--- config.mk ---
export PLATFORM = sky130hd
export DESIGN_NAME = oal_group
export DESIGN_NICKNAME = d
export VERILOG_FILES = /design/src/rtl/oal_pkg.sv /design/src/rtl/oal_group.sv
export SDC_FILE = /design/constraint.sdc
export NUM_CORES = 1
export LEC_CHECK = 0
export ABC_AREA = 1
export BUFFER_PORTS_ARGS = -buffer_cell sky130_fd_sc_hd__buf_2
export CORE_AREA = 2 2 137 139
export DETAILED_ROUTE_END_ITERATION = 10
export DIE_AREA = 0 0 139 141
export PLACE_DENSITY = 0.72
export SETUP_SLACK_MARGIN = 0.5
export SLEW_MARGIN = 20
export SYNTH_ARGS = -nofsm -noshare
export SYNTH_HDL_FRONTEND = slang
export SYNTH_SLANG_ARGS = --single-unit
--- constraint.sdc ---
create_clock -name clk -period 0.95 [get_ports clk]
set_clock_uncertainty 0.2 [all_clocks]
set_input_delay 0.0475 -clock clk [delete_from_list [all_inputs] [get_ports clk]]
set_output_delay 0.0475 -clock clk [all_outputs]
set_load 0.03 [all_outputs]
--- src/rtl/oal_pkg.sv ---
`default_nettype none
package oal_pkg;

  localparam int DEPTH      = 64;
  localparam int GROUP_SIZE = 8;
  localparam int GROUPS     = DEPTH / GROUP_SIZE;
  localparam int IDX_W      = $clog2(DEPTH);
  localparam int OFF_W      = $clog2(GROUP_SIZE);
  localparam int GRP_W      = $clog2(GROUPS);
  localparam int CNT_W      = 7;
  localparam int DATA_W     = 32;

  localparam logic [2:0] OP_INSERT = 3'd0;
  localparam logic [2:0] OP_DELETE = 3'd1;
  localparam logic [2:0] OP_UPDATE = 3'd2;
  localparam logic [2:0] OP_FIND   = 3'd3;
  localparam logic [2:0] OP_READ   = 3'd4;

  localparam logic [2:0] ST_OK       = 3'd0;
  localparam logic [2:0] ST_FULL     = 3'd1;
  localparam logic [2:0] ST_EMPTY    = 3'd2;
  localparam logic [2:0] ST_RANGE    = 3'd3;
  localparam logic [2:0] ST_NOTFOUND = 3'd4;

  localparam logic CAP_REG_SEL = 1'b0;

  typedef struct packed {
    logic [2:0]               opcode;
    logic [IDX_W-1:0]         position;
    logic signed [DATA_W-1:0] value;
  } req_t;

  typedef struct packed {
    logic [2:0]               status;
    logic signed [DATA_W-1:0] read_value;
    logic [IDX_W-1:0]         found_index;
    logic [CNT_W-1:0]         entry_count;
    logic signed [DATA_W-1:0] first_value;
    logic signed [DATA_W-1:0] last_value;
  } rsp_t;

  typedef enum logic [1:0] {
    CMD_NONE,
    CMD_INS,
    CMD_DEL,
    CMD_WR
  } cell_cmd_t;

  // Broadcast to every cell of the row.
  typedef struct packed {
    cell_cmd_t         cmd;
    logic [IDX_W-1:0]  pos;
    logic [DATA_W-1:0] val;
    logic [CNT_W-1:0]  count;
  } cell_ctrl_t;

  typedef struct packed {
    logic              find_hit;
    logic              rd_hit;
    logic              last_hit;
    logic [DATA_W-1:0] entry;
  } cell_flags_t;

  typedef struct packed {
    logic              found;
    logic [OFF_W-1:0]  off;
    logic [DATA_W-1:0] rd_val;
    logic [DATA_W-1:0] last_val;
  } grp_res_t;

  typedef enum logic [1:0] {
    S_IDLE,
    S_EXEC,
    S_SCAN,
    S_FIN
  } state_t;

endpackage
`default_nettype wire

--- src/rtl/oal_group.sv ---
`default_nettype none
module oal_group (
  input  wire logic                 clk,
  input  wire oal_pkg::cell_flags_t flags [oal_pkg::GROUP_SIZE],
  output oal_pkg::grp_res_t         res
);
  import oal_pkg::*;

  grp_res_t res_next;

  always_comb begin
    res_next = '0;
    // Walk downward so the lowest matching cell wins.
    for (int i = GROUP_SIZE - 1; i >= 0; i--) begin
      if (flags[i].find_hit) begin
        res_next.found = 1'b1;
        res_next.off   = OFF_W'(i);
      end
    end
    for (int i = 0; i < GROUP_SIZE; i++) begin
      if (flags[i].rd_hit) begin
        res_next.rd_val = res_next.rd_val | flags[i].entry;
      end
      if (flags[i].last_hit) begin
        res_next.last_val = res_next.last_val | flags[i].entry;
      end
    end
  end

  always_ff @(posedge clk) begin
    res <= res_next;
  end

endmodule
`default_nettype wire

; ---- Yosys cells after proc, flatten, opt, wreduce, memory -nomap -nowiden
; Index checks and enable logic that the tools add are counted.
[totals]
wordCells = 46
mem_bits_rw = 0
latchBits = 0
out_inout_bits = 68
rom_bits = 0
mem_count = 0
regBits = 68
[classes]
muxes = 23
add_sub_neg = 0
mul = 0
n_eq_ne = 0
div_mod_pow = 0
n_bitwise = 14
shifts = 0
magnitude_cmp = 0
reduce_logical = 3
[op_table]
columns = op, n
row1 = $mux 32, 16
row2 = $or 32x32->32, 14
row3 = $mux 3, 3
row4 = $reduce_or 7->1, 1
row5 = $mux 2, 2
row6 = $mux 4, 1
row7 = $reduce_or 4->1, 1
row8 = $reduce_or 2->1, 1
row9 = $mux 1, 1

; ---- Depth between registers and ports, before layout
; Gate-level depths: netlist of run 1.
[logic_depth]
ltp_word = 15
mapped_depth = 7

; ---- Worst setup path after synthesis of run 1
; OpenSTA, ideal clock, no wires.
[synth_path]
path_kind = input -> register
start = input port flags[172] (netlist bit)
end = register res[23] (netlist bit)
stages = 4
t_required_ns = 0.627
arrival_ns = 0.605
n_path_buf = 1
path_slack_ns = 0.021
path_cell_list = buf_4 -> nand2_1 -> nand4_1 -> or2_2
[synth_rtl]
columns = item, line_no
row1 = start: declaration, oal_group.sv:4  ; input wire oal_pkg::cell_flags_t flags [oal_pkg::GROUP_SIZE],
row2 = end signal: assignment, oal_group.sv:31  ; res <= res_next;
row3 = end: declaration, oal_group.sv:5  ; output oal_pkg::grp_res_t res

; ---- Worst setup path after layout of run 1
[layout_path]
start = register res[33] (netlist bit)
end = output port res[33] (netlist bit)
; No word-level cell between the ends.

==> results.sh, run 1 <==
export IMPL_critPathSlowestCell="dfxtp_4"
export IMPL_worst_path_buf_inv=1
export IMPL_dieArea_um2=19600
export IMPL_synth_edff_count=0
export IMPL_combPwrFrac=0.424
export IMPL_grt_setup_unrepaired="yes"
export IMPL_p_total_mw=10.8
export IMPL_rows=50
export IMPL_yosysSeqAreaShare=0.264
export IMPL_cts_buffers=9
export IMPL_floorplan_initialDensity=0.282
export IMPL_vias=8058
export IMPL_timing_final_max_slew_violations=0
export IMPL_synth_seq_cells=68
export IMPL_fp_dieW_um=139
export IMPL_design_area_um2=10400
export IMPL_routed_via_density=5.36
export IMPL_async_flop_share=0
export IMPL_seq_area_um2=1620
export IMPL_final_common_cell="buf_2"
export IMPL_min_period_ns=1.08
export IMPL_startpoint_type="flop"
export IMPL_wl_per_cell_um=21.8
export IMPL_top_register="res"
export IMPL_grt_pass1_vias=7862
export IMPL_power_switching_share=0.369
export IMPL_track_usage=0.315
export IMPL_violations="hold timing, setup timing"
export IMPL_synth_cells=865
export IMPL_power_switching_mw=3.99
export IMPL_power_leakage_nw=5.21
export IMPL_grt_pass1_wl_mm=46.1
export IMPL_cp_arrival_ns=0.84
export IMPL_slew_headroom=0.844
export IMPL_antennaDiodeCount=0
export IMPL_setup_ws_ns=-0.135
export IMPL_final_cell_mix="buf_2, nand2_1, inv_1"
export IMPL_synth_ff_type="dfxtp_1"
export IMPL_yosysWarnings=0
export IMPL_syn_area_per_cell_um2=5.96
export IMPL_cts_root_buf="clkbuf_16"
export IMPL_hold_viol=68
export IMPL_drive_gt1_frac=0.557
export IMPL_cp_top_family="flip-flops"
export IMPL_design_core_area_um2=18300
export IMPL_fmax_mhz=922
export IMPL_cts_path_max_buffers=2
export IMPL_fin_tns_setup_ns=-7.66
export IMPL_ctsHtreeMaxLevel=3
export IMPL_nets=1545
export IMPL_first_pass_iters=8
export IMPL_max_stage_delay_ns=0.36
export IMPL_crit_cells=1
export IMPL_cap_violations=0
export IMPL_status="complete, but fails checks"
export IMPL_yosysUniqueCellTypes=26
export IMPL_worst_hold_slack_ns=-0.330
export IMPL_hold_class="in2reg"
export IMPL_powerDensity_nw_per_um2=1040
export IMPL_syn_area_um2=5160
export IMPL_drcViolationCount=0
export IMPL_cp_max_fo=1
export IMPL_antenna_found_initial=0
export IMPL_io_pins=349
export IMPL_dp_hpwl_mm=20.2
export IMPL_period_share=1.14
export IMPL_seq_power_share=0.279
export IMPL_crit_start="res[33]"
export IMPL_top_regs="res x68"
export IMPL_dp_slack_ns=-0.150
export IMPL_ir_worst_vdd_v=0.000813
export IMPL_setup_viol=68
export IMPL_cts_tree="done"
export IMPL_worst_pin_slew_ns=0.233
export IMPL_crit_type="reg2out"
export IMPL_drt_iter0_markers=770
export IMPL_gp_congestion=0.978
export IMPL_clk_pin_slew_ns=0.06
export IMPL_final_util=0.569
export IMPL_endpoint="res[33]"
export IMPL_io_buffers=348
export IMPL_clock_sinks=68
export IMPL_intPower_mw=6.83
export IMPL_area_growth_pct=101
export IMPL_required_ns=0.70
export IMPL_synthesis_nets=1146
export IMPL_place_area_um2=7670
export IMPL_overflow=0
export IMPL_end_kind="primary output"
export IMPL_p_clk_frac=0.296
export IMPL_crit_chain="buf_6"
export IMPL_die_h_um=141
export IMPL_wl_mm=32.8
export IMPL_fill_cells=1612
export IMPL_grt_max_degree=24
export IMPL_multi_input_area_um2=3700
export IMPL_ant_nets=0
export IMPL_largest_register_ffs=68
final cells by class:
type	count	area share
multi-input cells	609	0.356
clock buffers	12	0.0228
inverters	140	0.0644
well taps	234	0.0282
flip-flops and latches	68	0.156
clock inverters	4	0.00253
repair inverters	12	0.0119
repair buffers	424	0.358
logic make-up after synthesis:
family,synth area share
compound gates,0.253
flops,0.264
buf+inv,0.186
simple gates,0.297
power by group through the flow:
stage | registers (mW) | logic [mW] | clock network (mW)
after floorplan | 3.38 | 1.48 | 0
after global placement | 3.04 | 3.09 | 0
after detailed placement | 3.04 | 3.11 | 0
after CTS | 3.02 | 4.21 | 3.23
after global routing | 3.04 | 4.82 | 3.40
final | 3.02 | 4.59 | 3.21
routing by layer:
layer  share of wire  routed length [µm]  vias to the layer above  track usage
met5               0                   0                        -            0
met3            0.11                3650                      122       0.0887
met1            0.37               12200                     3671        0.370
li1                -                   -                     3633            -
met2            0.47               15500                      632        0.536
met4           0.044                1450                        0        0.141
metrics by stage:
| step | hold WS, ns | cells |
|---|---|---|
| floorplan | -0.0931 | 865 |
| global placement | 0.0111 | 1447 |
| detailed placement | 0.0235 | 1447 |
| CTS | -0.348 | 1499 |
| global route | -0.340 | 1503 |
| finish | -0.330 | 1503 |
repair_timing:
action / CTS / global route
gates cloned: 28 / 1
endpoints found under the hold margin: 68 / 68
buffers inserted: 8 / 3
setup endpoints to repair: 136 / 136
pin swaps: 149 / 91
resized for setup: 430 / 113
worst min-delay path by stage:
stage	depth (start not counted)	startpoint	endpoint
floorplan	1	flags[279]	res[64]
global placement	2	flags[279]	res[64]
detailed placement	2	flags[279]	res[64]
CTS	2	flags[279]	res[64]
global route	2	flags[279]	res[64]
finish	2	flags[279]	res[64]
synthesized netlist by cell type, drive strengths merged, types with 2 or more instances:
master,instances,area [µm²]
o21ai,85,425
a22o,17,155
nand4,11,68.8
nand3b,6,45.0
o211ai,7,52.6
buf,47,412
o22ai,73,457
dfxtp,68,1360
inv,140,546
a21oi,38,190
o2111ai,2,17.5
nor2,85,319
nand3,17,85.1
or2,2,12.5
nand2,263,987
No activity file was read; power rests on OpenSTA's default activity.
==> run 2: changes to the inputs <==
--- a/config.mk
+++ b/config.mk
@@ -11,7 +11,7 @@
 export DETAILED_ROUTE_END_ITERATION = 10
 export DIE_AREA = 0 0 139 141
 export PLACE_DENSITY = 0.72
-export SETUP_SLACK_MARGIN = 0.5
+export SETUP_SLACK_MARGIN = 0.02
 export SLEW_MARGIN = 20
 export SYNTH_ARGS = -nofsm -noshare
 export SYNTH_HDL_FRONTEND = slang
==> run 2 against run 1 <==
Against the previous run:
- critical endpoint is now res[29]
- clock power up 28%
- total power barely moved
- non-clock buffer count up 6
- the flow still finishes with violations (hold timing, setup timing)
- sequential share of layout area increased by 1.0 points
- sequential cell count is the same
- via count down 3.9%
- die area unchanged
- final cell count barely moved
- worst hold slack better by 0.056 ns
- count of clock-buffer cells in the layout unchanged
- global-route usage fell by 4.0 points
==> results.sh, run 2 (same netlist as run 1, synthesis figures left out) <==
export IMPL_powerDensity_nw_per_um2=1240
export IMPL_fp_dieW_um=139
export IMPL_fin_cells=1502
export IMPL_fmax_mhz=923
export IMPL_worst_hold_slack_ns=-0.274
export IMPL_area_growth_pct=69.3
export IMPL_worst_pin_slew_ns=0.410
export IMPL_timing_final_max_slew_violations=0
export IMPL_drcViolationCount=0
export IMPL_violations="hold timing, setup timing"
export IMPL_grt_pass1_wl_mm=41.8
export IMPL_track_usage=0.275
export IMPL_first_pass_iters=8
export IMPL_cp_top_family="flip-flops"
export IMPL_wl_mm=28.4
export IMPL_antenna_found_initial=5
export IMPL_slew_headroom=0.727
export IMPL_worst_path_buf_inv=1
export IMPL_ctsHtreeMaxLevel=3
export IMPL_final_cell_mix="buf_2, nand2_1, inv_1"
export IMPL_clk_pin_slew_ns=0.06
export IMPL_ant_nets=0
export IMPL_period_share=1.14
export IMPL_multi_input_area_um2=2890
export IMPL_min_period_ns=1.08
export IMPL_io_pins=349
export IMPL_vias=7746
export IMPL_overflow=0
export IMPL_cts_root_buf="clkbuf_16"
export IMPL_gp_congestion=0.951
export IMPL_grt_setup_unrepaired="yes"
export IMPL_grt_max_degree=18
export IMPL_hold_class="in2reg"
export IMPL_die_h_um=141
export IMPL_largest_register_ffs=68
export IMPL_dp_hpwl_mm=21.6
export IMPL_top_register="res"
export IMPL_critPathSlowestCell="dfxtp_2"
export IMPL_cts_path_max_buffers=2
export IMPL_ir_worst_vdd_v=0.000915
export IMPL_fill_cells=1805
export IMPL_drt_iter0_markers=725
export IMPL_cp_max_fo=1
export IMPL_power_leakage_nw=4.58
export IMPL_max_stage_delay_ns=0.36
export IMPL_clock_sinks=68
export IMPL_wl_per_cell_um=18.9
export IMPL_nets=1539
export IMPL_hp_start="flags[139]"
export IMPL_floorplan_initialDensity=0.282
export IMPL_startpoint_type="flop"
export IMPL_seq_area_um2=1450
export IMPL_cts_buffers=9
export IMPL_required_ns=0.70
export IMPL_grt_pass1_vias=7810
export IMPL_min_path_cells=3
export IMPL_cts_tree="done"
export IMPL_crit_type="reg2out"
export IMPL_top_regs="res x68"
export IMPL_postCtsSetupBuffers=0
export IMPL_drive_gt1_frac=0.406
export IMPL_holdPathEnd="res[67]"
export IMPL_cap_violations=0
export IMPL_io_buffers=348
export IMPL_setup_viol=78
export IMPL_dieArea_um2=19600
export IMPL_crit_chain="buf_6"
export IMPL_design_core_area_um2=18300
export IMPL_end_kind="primary output"
export IMPL_routed_via_density=5.16
export IMPL_rows=50
export IMPL_setup_ws_ns=-0.133
export IMPL_final_common_cell="buf_2"
export IMPL_cp_arrival_ns=0.84
export IMPL_hold_viol=68
export IMPL_status="complete, but fails checks"
export IMPL_dpl_cell_count=1460
==> run 2: changes by cell type in the layout (fill, tap and decap cells not counted), moves of 21 or more <==
cell | previous run | this run
buf_16 | 21 | 0
dfxtp_2 | 0 | 68
dfxtp_4 | 68 | 0
dlygate4sd3_1 | 0 | 34
nand2_1 | 172 | 263
nand2_2 | 58 | 0
nand2_4 | 33 | 0
o21ai_0 | 18 | 76
o21ai_1 | 46 | 9
==> run 2: cell type report <==
class | instances | area share
antenna | 5 | 0.00143
clock inverter | 4 | 0.0109
multi-input combinational | 609 | 0.331
inverter | 140 | 0.0625
sequential | 68 | 0.166
timing repair buffer | 430 | 0.365
tap | 234 | 0.0335
clock buffer | 12 | 0.0294
==> run 2: per-layer routing <==
| metal | part of all wire | wire, µm | global-route usage |
|---|---|---|---|
| met1 | 0.39 | 11100 | 0.335 |
| met2 | 0.47 | 13300 | 0.459 |
| met3 | 0.096 | 2720 | 0.0479 |
| met4 | 0.046 | 1310 | 0.158 |
| met5 | 0 | 0 | 0 |
==> run 2: worst max path at each step <==
| stage | slack [ns] | from | cells past startpoint | end |
|---|---|---|---|---|
| 6_report | -0.13 | res[29] | 1 | res[29] |
| 3_3_place_gp | -0.19 | flags[243] | 6 | res[39] |
| 2_1_floorplan | 0.02 | flags[172] | 4 | res[23] |
| 4_1_cts | -0.14 | res[56] | 1 | res[56] |
| 5_1_grt | -0.14 | res[29] | 1 | res[29] |
| 3_5_place_dp | -0.22 | flags[172] | 6 | res[6] |
==> run 2: timing repair <==
action,in CTS,in global routing
resized for setup,204,18
setup endpoints to repair,68,113
hold buffers,54,16
pin swaps,0,29
endpoints found under the hold margin,68,68
==> run 2: power breakdown <==
part           leakage [nW]  switching (mW)  internal (mW)  total [mW]
Sequential            0.534          0.0883           3.05        3.14
Combinational          3.88            1.95           1.61        3.56
Clock                 0.173            1.41           2.71        4.12
==> run 2: tightest hold or removal path: cells and delay by family <==
family,cells,cell delay [ns]
AND/OR/NAND/NOR,2,0.10
buffers and inverters,1,0.09
==> run 2: per-stage QoR <==
step           setup WS, ns  power, mW   util  TNS, ns  cell area (µm²)
2_1_floorplan        0.0212       4.79      -        0             5160
3_3_place_gp         -0.187       6.29  0.412    -8.01             7520
3_5_place_dp         -0.219       6.30  0.412    -8.57             7520
4_1_cts              -0.137       10.9  0.488    -8.16             8920
5_1_grt              -0.141       11.2  0.478    -8.48             8730
6_report             -0.133       10.8  0.478    -6.87             8730
