**src/rtl/oal_pkg.sv**
```systemverilog
`default_nettype none
package oal_pkg;

  localparam int DEPTH      = 64;
  localparam int GROUP_SIZE = 8;
  localparam int GROUPS     = DEPTH / GROUP_SIZE;
  localparam int IDX_W      = $clog2(DEPTH);
  localparam int OFF_W      = $clog2(GROUP_SIZE);
  localparam int GRP_W      = $clog2(GROUPS);
  localparam int CNT_W      = 7;
  localparam int DATA_W     = 32;

  localparam logic [2:0] OP_INSERT = 3'd0;
  localparam logic [2:0] OP_DELETE = 3'd1;
  localparam logic [2:0] OP_UPDATE = 3'd2;
  localparam logic [2:0] OP_FIND   = 3'd3;
  localparam logic [2:0] OP_READ   = 3'd4;

  localparam logic [2:0] ST_OK       = 3'd0;
  localparam logic [2:0] ST_FULL     = 3'd1;
  localparam logic [2:0] ST_EMPTY    = 3'd2;
  localparam logic [2:0] ST_RANGE    = 3'd3;
  localparam logic [2:0] ST_NOTFOUND = 3'd4;

  localparam logic CAP_REG_SEL = 1'b0;

  typedef struct packed {
    logic [2:0]               opcode;
    logic [IDX_W-1:0]         position;
    logic signed [DATA_W-1:0] value;
  } req_t;

  typedef struct packed {
    logic [2:0]               status;
    logic signed [DATA_W-1:0] read_value;
    logic [IDX_W-1:0]         found_index;
    logic [CNT_W-1:0]         entry_count;
    logic signed [DATA_W-1:0] first_value;
    logic signed [DATA_W-1:0] last_value;
  } rsp_t;

  typedef enum logic [1:0] {
    CMD_NONE,
    CMD_INS,
    CMD_DEL,
    CMD_WR
  } cell_cmd_t;

  // Broadcast to every cell of the row.
  typedef struct packed {
    cell_cmd_t         cmd;
    logic [IDX_W-1:0]  pos;
    logic [DATA_W-1:0] val;
    logic [CNT_W-1:0]  count;
  } cell_ctrl_t;

  typedef struct packed {
    logic              find_hit;
    logic              rd_hit;
    logic              last_hit;
    logic [DATA_W-1:0] entry;
  } cell_flags_t;

  typedef struct packed {
    logic              found;
    logic [OFF_W-1:0]  off;
    logic [DATA_W-1:0] rd_val;
    logic [DATA_W-1:0] last_val;
  } grp_res_t;

  typedef enum logic [1:0] {
    S_IDLE,
    S_EXEC,
    S_SCAN,
    S_FIN
  } state_t;

endpackage
`default_nettype wire

```
**src/rtl/oal_cell.sv**
```systemverilog
`default_nettype none
module oal_cell (
  input  wire logic                        clk,
  input  wire logic [oal_pkg::IDX_W-1:0]   idx,
  input  wire oal_pkg::cell_ctrl_t         ctrl,
  input  wire logic [oal_pkg::DATA_W-1:0]  left_entry,
  input  wire logic [oal_pkg::DATA_W-1:0]  right_entry,
  output logic [oal_pkg::DATA_W-1:0]       entry,
  output oal_pkg::cell_flags_t             flags
);
  import oal_pkg::*;

  logic             at_pos;
  logic             below;
  logic [CNT_W-1:0] idx_ext;

  assign idx_ext = CNT_W'(idx);
  assign at_pos  = (idx == ctrl.pos);
  assign below   = (idx_ext < ctrl.count);

  // Insert pulls from the left neighbor, delete from the right one.
  always_ff @(posedge clk) begin
    case (ctrl.cmd)
      CMD_INS: begin
        if (at_pos) begin
          entry <= ctrl.val;
        end else if (idx > ctrl.pos) begin
          entry <= left_entry;
        end
      end
      CMD_DEL: begin
        if (idx >= ctrl.pos) begin
          entry <= right_entry;
        end
      end
      CMD_WR: begin
        if (at_pos) begin
          entry <= ctrl.val;
        end
      end
      default: begin
      end
    endcase
  end

  always_comb begin
    flags.find_hit = below && (entry == ctrl.val);
    flags.rd_hit   = below && at_pos;
    flags.last_hit = ((idx_ext + CNT_W'(1)) == ctrl.count);
    flags.entry    = entry;
  end

endmodule
`default_nettype wire

```
**config.mk**
```make
export PLATFORM = sky130hd
export DESIGN_NAME = oal_cell
export DESIGN_NICKNAME = d
export VERILOG_FILES = /design/src/rtl/oal_pkg.sv /design/src/rtl/oal_cell.sv
export SDC_FILE = /design/constraint.sdc
export NUM_CORES = 1
export LEC_CHECK = 0
export ABC_AREA = 1
export BUFFER_PORTS_ARGS = -buffer_cell sky130_fd_sc_hd__buf_2
export CAP_MARGIN = 20
export CORE_UTILIZATION = 41
export DETAILED_ROUTE_END_ITERATION = 6
export PLACE_DENSITY = 0.78
export RECOVER_POWER = 50
export SLEW_MARGIN = 0
export SYNTH_ARGS = -nofsm -noshare
export SYNTH_HDL_FRONTEND = slang
export SYNTH_SLANG_ARGS = --single-unit
```
**constraint.sdc**
```tcl
create_clock -name clk -period 3.3 [get_ports clk]
set_clock_uncertainty 0.15 [all_clocks]
set_input_delay 0.33 -clock clk [delete_from_list [all_inputs] [get_ports clk]]
set_output_delay 0.33 -clock clk [all_outputs]
set_load 0.02 [all_outputs]
```
* After elaboration in Yosys (flattened, before gate mapping)
Index checks and enable logic that the tools add are counted.
Widths: inputs -> output; s select.
** Operators by class
- Add/sub/neg operators :: 1
- $lt $le $gt $ge :: 3
- Equal/unequal tests :: 9
- Mux-type cells :: 5
- Reductions and logical operators :: 4
** Operator list (count)
- $mux 32 :: 4
- $pmux 32 s3 :: 1
- $eq 32x32->1 :: 1
- $add 6x1->7 const B :: 1
- $eq 7x7->1 :: 1
- $lt 6x7->1 :: 1
- $eq 6x6->1 :: 1
- $ge 6x6->1 :: 1
- $gt 6x6->1 :: 1
- $eq 2x2->1 const B :: 2
- $ne 2x2->1 const B :: 2
- $reduce_and 4->1 :: 1
- $ne 3x3->1 const B :: 1
- $reduce_bool 3->1 :: 1
- $eq 2x1->1 const B :: 1
- $logic_and 1x1->1 :: 2
** Storage, ports and cells
- Flip-flop bits (word level) :: 32
- Input port bits :: 118
- Output and inout bits :: 67
- Word-level logic and storage cells :: 23

* Longest topological paths before layout
Gate-level depths: netlist (run 1).
- Depth after elaboration :: 4
- Gate-level depth with buffers :: 11
- Depth with buffers taken out :: 9

* Worst setup path before layout (run 1)
No wires, ideal clock.
- Path kind :: input port to flip-flop
- From :: in ctrl[44] (netlist name)
- To :: reg entry[0] (netlist name), enable pin
- Library setup time :: 0.432 ns
- Data arrival time :: 2.830 ns
- Path slack :: -0.112 ns
- Stages on the path :: 8
- Path buffers :: 2
- Path through :: inv_1 > ha_1 > nand2_1 > nor2_2 > nand3_2 > buf_6 > buf_2 > a21oi_1
** On the way
- Cells in the longest elaborated chain, start to end :: 3
- Elaborated cells between the ends (all ways) :: 7
- Those cells by class :: 2 x order compare; 4 x eq/ne; 1 x reduce/logical
** RTL lines
- from (decl) :: line oal_cell.sv:5 : input wire oal_pkg::cell_ctrl_t ctrl,
- $gt 6x6->1 (tied with other cells) :: line oal_cell.sv:27 : end else if (idx > ctrl.pos) begin
- $ne 3x3->1 (no source line) or $ne 2x2->1 (tied branches)
- $reduce_and 4->1 (no source line) (*)
- to (signal assigned) :: line oal_cell.sv:26 : entry <= ctrl.val;
- to (signal assigned) :: line oal_cell.sv:28 : entry <= left_entry;
- to (signal assigned) :: line oal_cell.sv:33 : entry <= right_entry;
- to (decl) :: line oal_cell.sv:8 : output logic [oal_pkg::DATA_W-1:0] entry,
Mark *: on every way between the ends. The rest lies on a longest branch, timed or not.
A chain may end at the register's enable or synchronous reset.

==> results.md, run 1 <==
Yosys:
- The commonest register cell after synthesis is edfxtp_1.
- The largest area contributor in the synthesized netlist is edfxtp_1.
- The post-synth net total is between 600 and 700.
- The warning count from the yosys run is 0.
- The number of flops mapped to enable cells by yosys is 32.
- By area the synthesized netlist is led by edfxtp_1, nand2_1, nand3_1.
- The fraction of synthesis flops using an asynchronous set or reset pin is 0%.
- A synthesized cell averages roughly 6.7 um2.
- After synthesis, flip-flops and latches occupy 29.8% of the total area.
- By count the netlist is led by nand2_1, nand3_1, inv_1, buf_4, edfxtp_1.
- The cell with the most instances after synthesis is nand2_1.
- Synthesis handed over a netlist of just under 500 instances.
- The synthesized design devotes to its leading area cell type between 20% and 30% of total area.
- The distinct cell type count of the synthesized netlist is 24.
- The post-synthesis sequential element count is 32.
- The combined area of all synthesized cells is ~3200 um2.

Detailed routing:
- The count of nets left with antenna violations after detail routing is 0.
- The routed design has a little over 9000 um of wire.
- The via count is around 3600.
- The count of TritonRoute iterations in the first routing pass is 5.
- The first routing iteration left 159 violations.
- Dividing the detail-routed via count by the number of cells gives between 4 and 5.
- For this run, design rule violations remaining after detail routing come to 0.
- The wire length per cell is ~13 um.

GRT:
- The via count of the first global-routing pass is 3271.
- Global routing consumed, on the met2 layer, around two fifths of the routing resources.
- The maximum number of pins on one net before global-route repair is 50.
- The global routing stage identified its most utilized layer as met2.
- The met3 layer usage reported by global route is 4.71%.
- In the global route stage, met1 resource usage came out at 26.9%.
- The number of antenna violations at the first check in global routing is 1.
- The global-route wire length before repair is about 15000 um.
- For this run, the total global-route usage over all layers was measured as 22.4%.
- The total congestion overflow after global routing is 0.

Worst setup path:
- The worst stage delay on the critical path is ~820 ps.
- The critical path is of the input port to primary output type.
- The worst path buffer plus inverter count is 3.
- The slowest stage of the critical path is the clkbuf_1 cell.
- The data required time at the worst endpoint is 2820 ps.
- The maximum fanout count along the critical path is 27.
- Among the stages of the critical path, the cell type that occurs most often is buf_2.
- The worst setup path is launched from an input port.
- The arrival time at the worst endpoint is 2150 ps.
- The gate family responsible for the most delay along the worst path is buffers and inverters.
- The worst setup path is captured at a primary output.
- The critical path goes through buf_2, ha_1, nand2_1, nor2_2, nand3_2, clkbuf_1, nor2_1, buf_2.

Placed design:
- The weighted congestion reported at the end of routability-driven placement is between 0.8 and 0.9.
- The HPWL after detailed placement is roughly 7300 um.
- The placed standard-cell area is 3980 um2.
- The cell count after placement is between 700 and 800.
- Port buffering added ~180 buffers.

Clocking:
- The hold buffer count at cts is 0.
- After clock tree synthesis, the repair step resized 0 gates.
- The maximum clock insertion buffer count is 2.
- Clock-pin slew was measured on the worst setup and hold paths at about 80 ps.
- The number of H-tree branching levels is 2.
- Clock tree synthesis selected as its root buffer the cell clkbuf_8.
- The tree built by TritonCTS fans out to 32 sinks.
- The number of buffers added for setup after CTS is 0.
- Buffers inserted during clock tree synthesis total 5.
- TritonCTS built the clock tree.

Die:
- The die covers around 8200 um2.
- The floorplan core area is about 7400 um2.
- The starting density of the core is a little over two fifths.
- The floorplan has 31 rows.
- The die outline width is approximately 90 um.
- The die boundary height is between 90 and 100 um.
- The count of boundary I/O pins is roughly 190.

Power:
- Summed over all cells, the static leakage comes to between 2 and 2.5 nW.
- Power spread over the standard cell area amounts to between 300 and 400 nW/um2.
- The completed layout was analyzed and its total power is about 1.5 mW.
- IR analysis of the VDD net gives a maximum drop of 0.186 mV.

Worst hold path:
- The path type of the worst min-delay path is input port to register.

Layout:
- The layout net count is 759.
- The cell area after layout is 4010 um2.
- Cells with a size suffix above 1 make up approximately 22% of the layout.
- The filler-free cell count of the finished design is between 700 and 800.
- The register with the most flip-flops in the layout has 32 of them.
- The filler cell count is 800.
- Across the whole layout, storage elements account for between 900 and 1000 um2.
- The multi-input combinational cells in the finished layout cover a total of 1680 um2.
- The top register by number of flip-flops is entry.
- The largest registers in the layout are entry x32.
- The diode insertion count for antenna repair is 0.
- The area added between synthesis and finish is 24.2%.

Timing:
- The total negative setup slack is 0 ps.
- The final number of max-transition violations is 0.
- The number of endpoints with negative hold slack in the final report is 0.
- Setup violations remaining at the end of the flow were counted as 0.
- For this run, the top clock speed supported by timing is between 300 and 400 MHz.
- The final critical path takes up around four fifths of the cycle.
- At the pin with the least slew margin, the transition time is 1120 ps.
- Measured against its own limit, the worst slew margin works out to 25.4%.
- The worst path needs around 2600 ps of the cycle, external delays included.
- Setup repair after global routing left no endpoint under its margin.

Outcome:
- The flow ran to the end, and the final reports show no timing, DRC or antenna violations.

Run:
- The total of max-cap violations is 0.
-- placed cells by master (no fill, tap or decap), drive strengths merged --
cell / count
clkinvlp: 1
ha: 13
bufinv: 1
clkinv: 1
nand2: 135
or2: 1
nand3: 69
a21o: 1
xor2: 19
nor3b: 1
buf: 125
o22ai: 1
nor2: 31
edfxtp: 32
inv: 67
a21oi: 20
clkbuf: 70
o21bai: 1
xnor2: 6
o21ai: 34
-- through the flow --
| stage | setup WS [ps] | util, % | hold WS, ps |
|---|---|---|---|
| 6_report | 670 | 54.1 | 181 |
| 3_5_place_dp | 1040 | 53.7 | 479 |
| 5_1_grt | 491 | 54.1 | 184 |
| 3_3_place_gp | 1060 | 53.7 | 472 |
| 2_1_floorplan | 604 | - | 383 |
| 4_1_cts | 1120 | 55.2 | 171 |
-- cell type report --
cell class | count | area share [%]
inverter | 67 | 6.28
clock inverter | 3 | 1.06
clock buffer | 5 | 1.72
multi-input combinational | 332 | 41.8
timing repair buffer | 190 | 22.0
tap | 99 | 3.09
sequential | 32 | 24.0
-- kinds of logic after synthesis --
family          synth area share (%)
xor+xnor                        6.79
fa+ha+maj                       5.04
flops                           29.8
compound gates                  9.04
simple gates                    30.7
buf+inv                         18.7
-- power breakdown --
part           switching [mW]  internal, mW
clock network           0.153         0.223
registers              0.0595         0.523
logic                   0.382         0.197
total                   0.594         0.944
-- worst paths after layout --
| check | from | end | depth (start not counted) |
|---|---|---|---|
| setup / recovery | idx[5] | flags[33] | 8 |
| hold / removal | right_entry[24] | entry[24] | 3 |
-- layer usage --
layer / share of wire, % / routed length [um] / up-vias
li1: - / - / 1804
met2: 49 / 4590 / 149
met5: 0.14 / 13 / -
met1: 42 / 3930 / 1599
met4: 0.83 / 77 / 2
met3: 7.5 / 697 / 10
Note: power is estimated with default switching activity, not from simulation.
==> run 2: changes to the inputs <==
--- a/config.mk
+++ b/config.mk
@@ -5,12 +5,12 @@
 export SDC_FILE = /design/constraint.sdc
 export NUM_CORES = 1
 export LEC_CHECK = 0
-export ABC_AREA = 1
+export ABC_AREA = 0
 export BUFFER_PORTS_ARGS = -buffer_cell sky130_fd_sc_hd__buf_2
 export CAP_MARGIN = 20
-export CORE_UTILIZATION = 41
+export CORE_UTILIZATION = 45
 export DETAILED_ROUTE_END_ITERATION = 6
-export PLACE_DENSITY = 0.78
+export PLACE_DENSITY = 0.83
 export RECOVER_POWER = 50
 export SLEW_MARGIN = 0
 export SYNTH_ARGS = -nofsm -noshare
==> constraint.sdc (replaced) <==
create_clock -name clk -period 2.6 [get_ports clk]
set_clock_uncertainty 0.15 [all_clocks]
set_input_delay 0.26 -clock clk [delete_from_list [all_inputs] [get_ports clk]]
set_output_delay 0.26 -clock clk [all_outputs]
set_load 0.02 [all_outputs]
==> results.md, run 2 <==
Timing:
- Setup repair after global routing left no endpoint under its margin.
- The minimum period implied by the final worst setup slack is 2220 ps.
- The maximum clock frequency is between 400 and 500 MHz.
- Headroom to the max-slew limit came out at about 59%.
- At the pin with the least slew margin, the transition time is slightly above 600 ps.
- The number of endpoints with negative hold slack in the final report was 0.
- After routing, the total negative slack on setup checks comes to 0 ps.
- The ratio of final minimum period to clock period is 85.3%.
- Setup violations remaining at the end of the flow were counted as 0.
- The final number of max-transition violations is 0.

Clocking:
- TritonCTS built the clock tree.
- The buffer type at the clock tree root is clkbuf_8.
- In this run the deepest clock path goes through 2 buffers.
- Clock-pin slew was measured on the worst setup and hold paths at 70 ps.
- In this run, post-CTS hold repair placed 0 buffers.
- Post-CTS timing repair inserted 0 buffers for setup.
- The number of gates resized after CTS was 0.
- The clock net sink count is 32.
- The number of H-tree branching levels is 2.
- The CTS buffer count is 5.

Yosys:
- Measured against the total synthesized area, the mux share comes to 10.0%.
- The commonest register cell after synthesis is edfxtp_1.
- The part of the Yosys area used for sequential elements is ~31%.
- The cell area that synthesis handed to floorplanning was between 3000 and 4000 um2.
- The average cell area after synthesis is 9.78 um2.
- The largest area contributor in the synthesized netlist is edfxtp_1.
- The warning count from the yosys run is 0.
- Counting distinct cell types in the post-synthesis netlist gives 34.
- Yosys mapped a number of flops with a built-in enable equal to 32.
- The synthesized-area fraction occupied by ao, oa, aoi and oai cells is about 16%.
- The cell with the most instances after synthesis is a21oi_1.
- Of the post-synthesis cell area, the dominant cell type holds between 30% and 40%.
- The commonest cells after synthesis are a21oi_1, xor2_1, buf_4, edfxtp_1.
- The number of nets handed over by synthesis was approximately 450.
- The area fraction in and, or, nand and nor cells after synthesis is between 10% and 20%.
- After Yosys synthesis, full adders, half adders and majority gates account for ~5.3% of the synthesized area.
- The synthesized design contains 32 register bits.
- Of the total synthesized cell area, the portion taken by XOR and XNOR cells is between 10% and 20%.
- The synthesized instance count is around 320.
- The fraction of synthesis flops using an asynchronous set or reset pin is 0%.
- By area, the combinational part of the netlist is dominated by compound AO/OA/AOI/OAI gates.
- Yosys attributes the largest share of cell area to edfxtp_1, xor2_1, mux2i_1.

Detailed routing:
- The via count is between 2000 and 3000.
- Dividing the detail-routed wire length by the instance count gives roughly 15 um.
- After detailed routing, the number of remaining DRC violations is 8.
- The first TritonRoute pass finished after 7 iterations.
- After detailed routing, the total wire length is 8260 um.
- The ratio of routed vias to standard cells is between 5 and 6.
- In this run the remaining antenna-violating nets after routing total 0.
- The first-iteration detailed-routing DRC count is 92.

Layout:
- Counting the fill cells in the layout gives about 600.
- The largest registers in the layout are entry x32.
- The library cell used most frequently in the layout, excluding fill and tap cells, is buf_2.
- The area occupied by registers is 961 um2.
- The area growth from synthesis to layout is 22.8%.
- In the final layout, the share of cells above drive strength 1 is 29.3%.
- entry holds more flip-flops than any other register.
- The multi-input gate area in the final layout is between 1500 and 2000 um2.
- After the last flow step, the layout net total stands at between 500 and 600.
- The diode insertion count for antenna repair is 0.
- The register with the most flip-flops in the layout has 32 of them.
- After routing the design area is about 3800 um2.
- The library cells used most frequently in the layout, excluding fill and tap cells, are buf_2, clkbuf_1, a21oi_1.

Worst setup path:
- The kind of cell with the highest combined delay along the critical path is simple AND/OR/NAND/NOR gates.
- For this run, the slowest stage of the critical path takes ~430 ps.
- The signal on the critical path passes through xor2_1, nor4_1, nand4_1, nor3_1, buf_2.
- The data required time at the worst endpoint is 2190 ps.
- The worst setup path is launched from a register.
- The maximum fanout count along the critical path is 3.
- Data arrives at the worst endpoint at 1810 ps.
- The worst setup path is captured at a primary output.
- The start-to-end type of the worst setup path is register to primary output.
- The largest individual stage delay along the critical path comes from the cell edfxtp_1.
- Counting both buffers and inverters, the worst setup path holds a total of 1.

Die:
- The floorplan core area is roughly 6500 um2.
- The starting density of the core is roughly 48%.
- Measured along the x axis, the die boundary spans around 85 um.
- The count of boundary I/O pins is 185.
- The floorplan has 29 rows.
- The die covers between 7000 and 8000 um2.
- In this run the vertical extent of the chip is approximately 85 um.

GRT:
- The number of antenna violations at the first check in global routing is 0.
- Global routing used 22.8% of the available tracks.
- The maximum number of pins on one net before global-route repair is 35.
- The total overflow left after global routing is 0.
- The global-route wire length before repair is between 10000 and 15000 um.
- The via count of the first global-routing pass was about 2700.

Power:
- The areal power density over the cells is 474 nW/um2.
- The leakage power of the design is about 1.7 nW.
- The maximum ir drop on the vdd rail is ~0.34 mV.

Worst hold path:
- The path type of the worst min-delay path is input port to register.

Placed design:
- The half-perimeter wire length after placement is 6680 um.
- The placed standard-cell area is between 3000 and 4000 um2.
- Port buffering added 184 buffers.
- The weighted congestion reported at the end of routability-driven placement is about 0.84.

Outcome:
- The run finished, with violations left.
- The checks that failed: design-rule violations.

Run:
- Max-cap violations in this run came to 0.
==> run 2: cell types whose count changed after synthesis, sizes merged, moves of 27 or more <==
cell / delta
nand3: -66
inv: -54
nor2b: +29
mux2i: +31
nand2: -131
nor2: -27
o21ai: -33
a211oi: +32
==> run 2: worst min-delay path, delay by kind of cell <==
family | cells | cell delay, ps
AOI/OAI and AO/OA | 1 | 130
muxes | 1 | 50
buffers and inverters | 1 | 80
==> run 2: metrics by stage <==
stage	setup WS, ps	cells	util (%)	hold slack, ps	total power, mW
6_report	382	541	58.4	197	1.80
5_1_grt	256	541	58.4	198	1.90
4_1_cts	348	541	59.7	192	1.85
3_5_place_dp	333	534	58.5	484	1.49
3_3_place_gp	402	534	58.5	479	1.47
2_1_floorplan	250	316	-	361	1.27
==> run 2: cell type report <==
class                      count  area share, %
clock buffer                   5           1.81
clock inverter                 2          0.198
inverter                      13           1.29
multi-input combinational    222           45.2
sequential                    32           25.3
tap                           77           2.54
timing repair buffer         190           23.7
==> run 2: cells by family (layout without fill, tap and decap cells) <==
family | after synthesis | in the layout
buffers and inverters | 62 | 210
xor gates and xnor gates | 40 | 40
AOI/OAI and AO/OA | 77 | 77
and+or+nand+nor | 61 | 61
adders and majority gates | 13 | 13
DFF | 32 | 32
muxes | 31 | 31
==> run 2: final timing paths <==
kind	start	end	cells after the start
worst max-delay path	entry[23]	flags[34]	5
worst min-delay path	right_entry[21]	entry[21]	3
==> run 2: metal layers <==
layer | global-route usage, % | part of all wire (%)
met1 | 26.1 | 40
met2 | 43.8 | 54
met3 | 3.79 | 5.1
met4 | 6.01 | 1.2
met5 | 0 | 0
==> run 2: where the power goes <==
group	internal [mW]	total [mW]	switching (mW)	leakage, nW
Sequential	0.664	0.734	0.0701	0.306
Combinational	0.258	0.710	0.452	1.36
Clock	0.177	0.356	0.179	0.0391
Total	1.10	1.80	0.702	1.70
